**src/rtl/qpd_pkg.sv**
```systemverilog
// Shared types, character codes and helper functions of the quoted-printable decoder.
package qpd_pkg;

  localparam logic [7:0] CH_EQ = 8'h3D;
  localparam logic [7:0] CH_CR = 8'h0D;
  localparam logic [7:0] CH_LF = 8'h0A;

  typedef enum logic [1:0] {
    PH_IDLE = 2'd0,
    PH_EQ   = 2'd1,
    PH_ONE  = 2'd2
  } qpd_phase_e;

  typedef struct packed {
    logic [7:0] data;
    logic       last;
  } qpd_item_t;

  typedef struct packed {
    logic [7:0] out_byte;
    logic       has_byte;
    logic       malformed;
    logic       stream_end;
  } qpd_result_t;

  typedef struct packed {
    logic       ok;
    logic [3:0] val;
  } qpd_hex_t;

  function automatic qpd_hex_t hex_value(input logic [7:0] c);
    qpd_hex_t h;
    h.ok  = 1'b0;
    h.val = 4'd0;
    if (c >= 8'h30 && c <= 8'h39) begin
      h.ok  = 1'b1;
      h.val = 4'(c - 8'h30);
    end else if (c >= 8'h41 && c <= 8'h46) begin
      h.ok  = 1'b1;
      h.val = 4'(c - 8'h37);
    end else if (c >= 8'h61 && c <= 8'h66) begin
      h.ok  = 1'b1;
      h.val = 4'(c - 8'h57);
    end
    return h;
  endfunction

  function automatic logic [7:0] bad_value(input logic [7:0] c);
    qpd_hex_t h;
    h = hex_value(c);
    return h.ok ? {4'd0, h.val} : 8'd0;
  endfunction

endpackage

```
**src/rtl/quoted_printable_decoder.sv**
```systemverilog
// Top level of the quoted-printable decoder.
// The source channel delivers one encoded byte per beat on in_byte_i, with
// in_last_i marking the final byte of a string. A beat is taken at a rising
// edge where in_valid_i is high and in_stall_o is low.
// The result channel gives at most one decoded byte per source beat, with
// has_byte_o, malformed_o and stream_end_o. The last source beat always
// gives a result beat, even when no byte comes out of it.
// A taken beat sits in the input register, and its result is loaded into the
// result register once that register is ready, where it waits until the
// receiver takes it.
// One source beat is taken every cycle while the receiver does not stall; the
// decode between the two registers is combinational.
// Beats that produce no result leave the input register without waiting.
// When the receiver stalls, the result register holds its beat, one more
// source beat waits in the input register, and then in_stall_o rises.
// Reset clears the valid flags of both registers and returns the escape state to idle.
module quoted_printable_decoder (
  input  logic       clk_i,
  input  logic       rst_ni,
  input  logic       in_valid_i,
  output logic       in_stall_o,
  input  logic [7:0] in_byte_i,
  input  logic       in_last_i,
  output logic       out_valid_o,
  input  logic       out_stall_i,
  output logic [7:0] out_byte_o,
  output logic       has_byte_o,
  output logic       malformed_o,
  output logic       stream_end_o
);

  logic                 item_valid;
  qpd_pkg::qpd_item_t   item;
  logic                 emit;
  qpd_pkg::qpd_result_t result;
  qpd_pkg::qpd_result_t out_result;
  logic                 out_ready;
  logic                 advance;
  logic                 load;

  assign advance = item_valid && (out_ready || !emit);
  assign load    = item_valid && emit && out_ready;

  qpd_in_stage u_in_stage (
    .clk_i        (clk_i),
    .rst_ni       (rst_ni),
    .in_valid_i   (in_valid_i),
    .in_byte_i    (in_byte_i),
    .in_last_i    (in_last_i),
    .in_stall_o   (in_stall_o),
    .advance_i    (advance),
    .item_valid_o (item_valid),
    .item_o       (item)
  );

  qpd_decode_core u_decode_core (
    .clk_i     (clk_i),
    .rst_ni    (rst_ni),
    .item_i    (item),
    .advance_i (advance),
    .emit_o    (emit),
    .result_o  (result)
  );

  qpd_out_stage u_out_stage (
    .clk_i       (clk_i),
    .rst_ni      (rst_ni),
    .load_i      (load),
    .result_i    (result),
    .ready_o     (out_ready),
    .out_valid_o (out_valid_o),
    .out_stall_i (out_stall_i),
    .result_o    (out_result)
  );

  assign out_byte_o   = out_result.out_byte;
  assign has_byte_o   = out_result.has_byte;
  assign malformed_o  = out_result.malformed;
  assign stream_end_o = out_result.stream_end;

  a_malformed_has_byte: assert property (@(posedge clk_i) disable iff (!rst_ni)
    out_valid_o && malformed_o |-> has_byte_o)
    else $error("Malformed beat without a decoded byte.");

  a_empty_is_end: assert property (@(posedge clk_i) disable iff (!rst_ni)
    out_valid_o && !has_byte_o |-> stream_end_o && out_byte_o == 8'd0)
    else $error("Empty result beat that is not a clean end of stream.");

  a_stall_cause: assert property (@(posedge clk_i) disable iff (!rst_ni)
    in_stall_o |-> item_valid && out_valid_o && out_stall_i)
    else $error("Source stalled while the pipeline could move.");

endmodule

```
**src/rtl/qpd_in_stage.sv**
```systemverilog
// Input register stage that captures one source beat.
module qpd_in_stage (
  input  logic                clk_i,
  input  logic                rst_ni,
  input  logic                in_valid_i,
  input  logic [7:0]          in_byte_i,
  input  logic                in_last_i,
  output logic                in_stall_o,
  input  logic                advance_i,
  output logic                item_valid_o,
  output qpd_pkg::qpd_item_t  item_o
);

  logic               valid_q, valid_d;
  qpd_pkg::qpd_item_t item_q;
  logic               accept;

  assign in_stall_o = valid_q && !advance_i;
  assign accept     = in_valid_i && !in_stall_o;

  always_comb begin
    valid_d = valid_q;
    if (accept) begin
      valid_d = 1'b1;
    end else if (advance_i) begin
      valid_d = 1'b0;
    end
  end

  always_ff @(posedge clk_i or negedge rst_ni) begin
    if (!rst_ni) begin
      valid_q <= 1'b0;
    end else begin
      valid_q <= valid_d;
    end
  end

  always_ff @(posedge clk_i) begin
    if (accept) begin
      item_q.data <= in_byte_i;
      item_q.last <= in_last_i;
    end
  end

  assign item_valid_o = valid_q;
  assign item_o       = item_q;

endmodule

```
**src/rtl/qpd_decode_core.sv**
```systemverilog
// Escape state machine and per-beat decode logic.
module qpd_decode_core (
  input  logic                 clk_i,
  input  logic                 rst_ni,
  input  qpd_pkg::qpd_item_t   item_i,
  input  logic                 advance_i,
  output logic                 emit_o,
  output qpd_pkg::qpd_result_t result_o
);

  qpd_pkg::qpd_phase_e phase_q, phase_d;
  logic [7:0]          held_q, held_d;
  logic                has, bad;
  logic [7:0]          val;
  qpd_pkg::qpd_hex_t   hi, lo;

  assign hi = qpd_pkg::hex_value(held_q);
  assign lo = qpd_pkg::hex_value(item_i.data);

  always_comb begin
    phase_d = phase_q;
    held_d  = held_q;
    has     = 1'b0;
    bad     = 1'b0;
    val     = 8'd0;
    unique case (phase_q)
      qpd_pkg::PH_EQ: begin
        if (item_i.data == qpd_pkg::CH_LF) begin
          phase_d = qpd_pkg::PH_IDLE;
        end else if (item_i.data == qpd_pkg::CH_EQ) begin
          phase_d = qpd_pkg::PH_EQ;
        end else begin
          held_d  = item_i.data;
          phase_d = qpd_pkg::PH_ONE;
        end
      end
      qpd_pkg::PH_ONE: begin
        phase_d = qpd_pkg::PH_IDLE;
        if (held_q == qpd_pkg::CH_CR && item_i.data == qpd_pkg::CH_LF) begin
          has = 1'b0;
        end else if (hi.ok && lo.ok) begin
          has = 1'b1;
          val = {hi.val, lo.val};
        end else begin
          has = 1'b1;
          bad = 1'b1;
          val = qpd_pkg::bad_value(held_q);
        end
      end
      default: begin
        if (item_i.data == qpd_pkg::CH_EQ) begin
          phase_d = qpd_pkg::PH_EQ;
        end else begin
          phase_d = qpd_pkg::PH_IDLE;
          has     = 1'b1;
          val     = item_i.data;
        end
      end
    endcase

    if (item_i.last) begin
      if (phase_d == qpd_pkg::PH_EQ) begin
        has = 1'b1;
        bad = 1'b1;
        val = 8'd0;
      end else if (phase_d == qpd_pkg::PH_ONE) begin
        has = 1'b1;
        bad = 1'b1;
        val = qpd_pkg::bad_value(held_d);
      end
      phase_d = qpd_pkg::PH_IDLE;
    end
  end

  always_ff @(posedge clk_i or negedge rst_ni) begin
    if (!rst_ni) begin
      phase_q <= qpd_pkg::PH_IDLE;
      held_q  <= 8'd0;
    end else if (advance_i) begin
      phase_q <= phase_d;
      held_q  <= held_d;
    end
  end

  assign emit_o              = has || item_i.last;
  assign result_o.out_byte   = has ? val : 8'd0;
  assign result_o.has_byte   = has;
  assign result_o.malformed  = has && bad;
  assign result_o.stream_end = item_i.last;

endmodule

```
**src/rtl/qpd_out_stage.sv**
```systemverilog
// Result register that holds one decoded beat until the receiver takes it.
module qpd_out_stage (
  input  logic                 clk_i,
  input  logic                 rst_ni,
  input  logic                 load_i,
  input  qpd_pkg::qpd_result_t result_i,
  output logic                 ready_o,
  output logic                 out_valid_o,
  input  logic                 out_stall_i,
  output qpd_pkg::qpd_result_t result_o
);

  logic                 valid_q, valid_d;
  qpd_pkg::qpd_result_t result_q;

  assign ready_o = !valid_q || !out_stall_i;

  always_comb begin
    valid_d = valid_q;
    if (load_i) begin
      valid_d = 1'b1;
    end else if (!out_stall_i) begin
      valid_d = 1'b0;
    end
  end

  always_ff @(posedge clk_i or negedge rst_ni) begin
    if (!rst_ni) begin
      valid_q <= 1'b0;
    end else begin
      valid_q <= valid_d;
    end
  end

  always_ff @(posedge clk_i) begin
    if (load_i) begin
      result_q <= result_i;
    end
  end

  assign out_valid_o = valid_q;
  assign result_o    = result_q;

endmodule

```
**config.mk**
```make
export PLATFORM = sky130hd
export DESIGN_NAME = quoted_printable_decoder
export DESIGN_NICKNAME = d
export VERILOG_FILES = /design/src/rtl/qpd_pkg.sv /design/src/rtl/quoted_printable_decoder.sv /design/src/rtl/qpd_in_stage.sv /design/src/rtl/qpd_decode_core.sv /design/src/rtl/qpd_out_stage.sv
export SDC_FILE = /design/constraint.sdc
export NUM_CORES = 1
export LEC_CHECK = 0
export BUFFER_PORTS_ARGS = -buffer_cell sky130_fd_sc_hd__buf_4
export CAP_MARGIN = 25
export CORE_UTILIZATION = 58
export CTS_CLUSTER_DIAMETER = 100
export DETAILED_ROUTE_END_ITERATION = 7
export GPL_TIMING_DRIVEN = 1
export PLACE_DENSITY = 0.77
export SKIP_CTS_REPAIR_TIMING = 1
export SYNTH_ARGS = -nofsm -noshare
export SYNTH_HDL_FRONTEND = slang
export SYNTH_SLANG_ARGS = --single-unit
```
**constraint.sdc**
```tcl
create_clock -name clk_i -period 3.9 [get_ports clk_i]
set_clock_uncertainty 0.15 [all_clocks]
set_input_delay 0 -clock clk_i [delete_from_list [all_inputs] [get_ports clk_i]]
set_output_delay 0 -clock clk_i [all_outputs]
set_load 0.02 [all_outputs]
```
==> metrics <==
status=finished clean; CP arrival=3.48 ns; Area Growth Syn to Fin=24.45%; largest net degree at the start of global routing=14; area of the multi-input gates=0.001219 mm2; fraction of layout cells with a size suffix above 1=22.76%; vias in the first global route=1822; vias=2019; Inst Count DP=290; router iterations before antenna repair=5; ys async rst share=37.50%; Yosys cell types=59; Setup TNS=0 ns; dominant synthesized flop cell=edfxtp_1; post-synthesis simple-gate area fraction=19.91%; Yosys reg bits=32; Tot Pwr=0.8435 mW; tightest slew margin relative to the limit=59.58%; Seq. cell area=900.9 um2; P per Cell Area=311.7 mW/mm2; largest family of logic cells by synthesized area=compound AO/OA/AOI/OAI gates; clock sink total=32; count of pins over their slew limit=0; die area=0.003998 mm2; Lkg Pwr=1.143 nW; final clock period utilization by the worst path=92.28%; Seq/Total Area, Yosys=41.43%; # setup viols final=0; Worst Hold Class=input pin to register; worst vdd rail ir drop=219.9 uV; clock slew at reported path FFs=0.07 ns; Rows=21; number of diodes=0; number of synthesized flops with an enable pin=20; setup slack after layout=0.3011 ns; initial antenna violation count=0; clk buf depth=2; Tmin final=3.599 ns; pre-CTS setup slack=0.2268 ns; Crit Path Category=register to register; Syn Nets=245; area share of xor/xnor cells in the synthesized design=0.4028%; hold_ws=0.2779 ns; Critical Path End Type=register; Fin. Hold Viols=0; core area=0.003468 mm2; cells after synthesis=219; worst slew pin tran=0.6042 ns; number of buffers created by CTS=5; CP Max Fanout=6; Total GRT Usage=31.16%; synthesized cell area=0.002175 mm2; Die Y=63.23 um; syn_area_per_cell=9.930 um2; CTS tree=yes; CTS HTree Levels=2; post-synthesis mux area share=6.444%; DR iter-0 viols=236; startpoint types=register; GRT overflow=0; Routed Wire Length=6426 um; gp weighted congestion=0.9581; clock latency on the worst-skew pair=0.29 ns; hpwl dp=4425 um; post-synthesis compound-gate area fraction=20.48%; f_max=0.2779 GHz; starting density of the core=62.70%; Nets=293; vias per cell=6.430; Post-Layout Cell Count=314; first-pass GRT wire length=9073 um; Root Driver=clkbuf_8; io pins=26; die width=63.23 um; drt wl/cell=20.46 um; post-route ant nets=0; Post-Synth Adder-Cell Area=7.480%; synth warn=0; Port Buffer Count=25; Remaining DRCs=0; WP data required=3.78 ns; Filler cells=242; number of max-cap violations=0
[registers in the layout, summed over array words and instances (netlist names)]
register                 cells
u_out_stage.result_o        11
u_in_stage.item_o            9
u_out_stage.out_valid_o      1
u_decode_core.held_q         8
u_decode_core.phase_q        2
u_in_stage.item_valid_o      1
[report_power, final]
part           internal (mW)  leakage, nW  switching, mW
clock                  0.124       0.0388          0.129
sequential             0.388        0.345         0.0288
combinational         0.0763        0.759         0.0979
total                  0.587         1.14          0.256
[per-stage QoR]
| stage | area, um2 | utilization (%) |
|---|---|---|
| 6_report | 2706 | 78.03 |
| 5_1_grt | 2706 | 78.03 |
| 4_1_cts | 2525 | 72.80 |
| 3_5_place_dp | 2441 | 70.38 |
| 3_3_place_gp | 2441 | 70.38 |
| 2_1_floorplan | 2175 | - |
[routing by layer]
metal / vias up / share of wire, % / GRT usage [%]
li1: 916 / - / -
met1: 933 / 38 / 40.78
met2: 144 / 48 / 49.87
met3: 26 / 9.8 / 6.341
met4: 0 / 4.4 / 13.64
met5: - / 0 / 0
[kinds of logic after synthesis]
logic type	count (synthesis)
fa+ha+maj	13
xor+xnor	1
buf+inv	19
flops	32
compound gates	62
simple gates	79
mux	13
[layout make-up]
class,count,area share [%]
Tap cell,46,2.127
Clock inverter,2,0.4161
Clock buffer,6,2.681
Multi-Input combinational cell,168,45.03
Sequential cell,32,33.29
Inverter,10,1.387
Timing Repair Buffer,50,15.07
[critical path, cell delays in order (launching register included)]
cell and delay, ns:
edfxtp_1 0.46, inv_1 0.15, ha_1 0.17, nor4b_2 0.29, o21ai_2 0.15, nand2_2 0.16, buf_4 0.17, mux2i_2 0.28
inv_1 0.17, ha_1 0.24, nand2_1 0.06, o21ai_0 0.08, mux2i_1 0.25, a31oi_2 0.16, a211o_1 0.29, o2bb2ai_1 0.12
[cells in the final DEF, fill, tap and decap left out, types with 2 or more instances in the layout]
cell type,netlist,layout
buf_4,0,37
nor2_1,22,22
edfxtp_1,20,20
nand2_1,20,19
o21ai_0,13,13
ha_1,13,13
dlygate4sd3_1,0,13
dfrtp_1,12,12
inv_1,10,10
a21oi_1,10,10
nand2b_1,6,6
mux2i_1,8,6
clkbuf_8,0,5
nand4_1,4,4
nand3_1,4,4
mux2_2,4,4
a22oi_1,4,4
o21bai_1,3,3
a21o_1,3,3
a22o_1,3,3
o21ai_2,1,2
and3_1,2,2
nand4bb_1,2,2
and2_1,2,2
nor2b_1,2,2
nor3b_1,2,2
a211oi_1,2,2
o31ai_1,2,2
o22ai_1,2,2
a211o_1,2,2
or2_2,2,2
o41ai_1,2,2
[synthesized netlist by cell type, types with 3 or more instances]
master / number / area (um2)
a21o_1: 3 / 22.52
clkbuf_1: 4 / 15.01
mux2_2: 4 / 45.04
a22o_1: 3 / 26.28
nand2_1: 20 / 75.07
a22oi_1: 4 / 30.03
inv_1: 10 / 37.54
edfxtp_1: 20 / 600.6
o21bai_1: 3 / 22.52
nand4_1: 4 / 25.02
nand3_1: 4 / 20.02
nor2_1: 22 / 82.58
dfrtp_1: 12 / 300.3
a21oi_1: 10 / 50.05
nand2b_1: 6 / 37.54
o21ai_0: 13 / 65.06
mux2i_1: 8 / 80.08
ha_1: 13 / 162.7
buf_2: 4 / 20.02
[final timing paths]
kind                                                       from                                     to  slack (ns)  depth (start not counted)
min                                                in_byte_i[1]         u_in_stage.item_o[2]$_DFFE_PP_        0.28                          2
max in group asynchronous                                rst_ni    u_decode_core.held_q[4]$_DFFE_PN0P_        2.54                          3
max reg2reg                      u_in_stage.item_o[1]$_DFFE_PP_  u_out_stage.result_o[5]$_SDFFCE_PN0P_        0.30                         15
max                              u_in_stage.item_o[1]$_DFFE_PP_  u_out_stage.result_o[5]$_SDFFCE_PN0P_        0.30                         15
min reg2reg                u_decode_core.phase_q[1]$_DFFE_PN0P_   u_decode_core.phase_q[1]$_DFFE_PN0P_        0.39                          2
min in group asynchronous                                rst_ni   u_decode_core.phase_q[1]$_DFFE_PN0P_        0.66                          3
(Power assumes the default switching activity.)
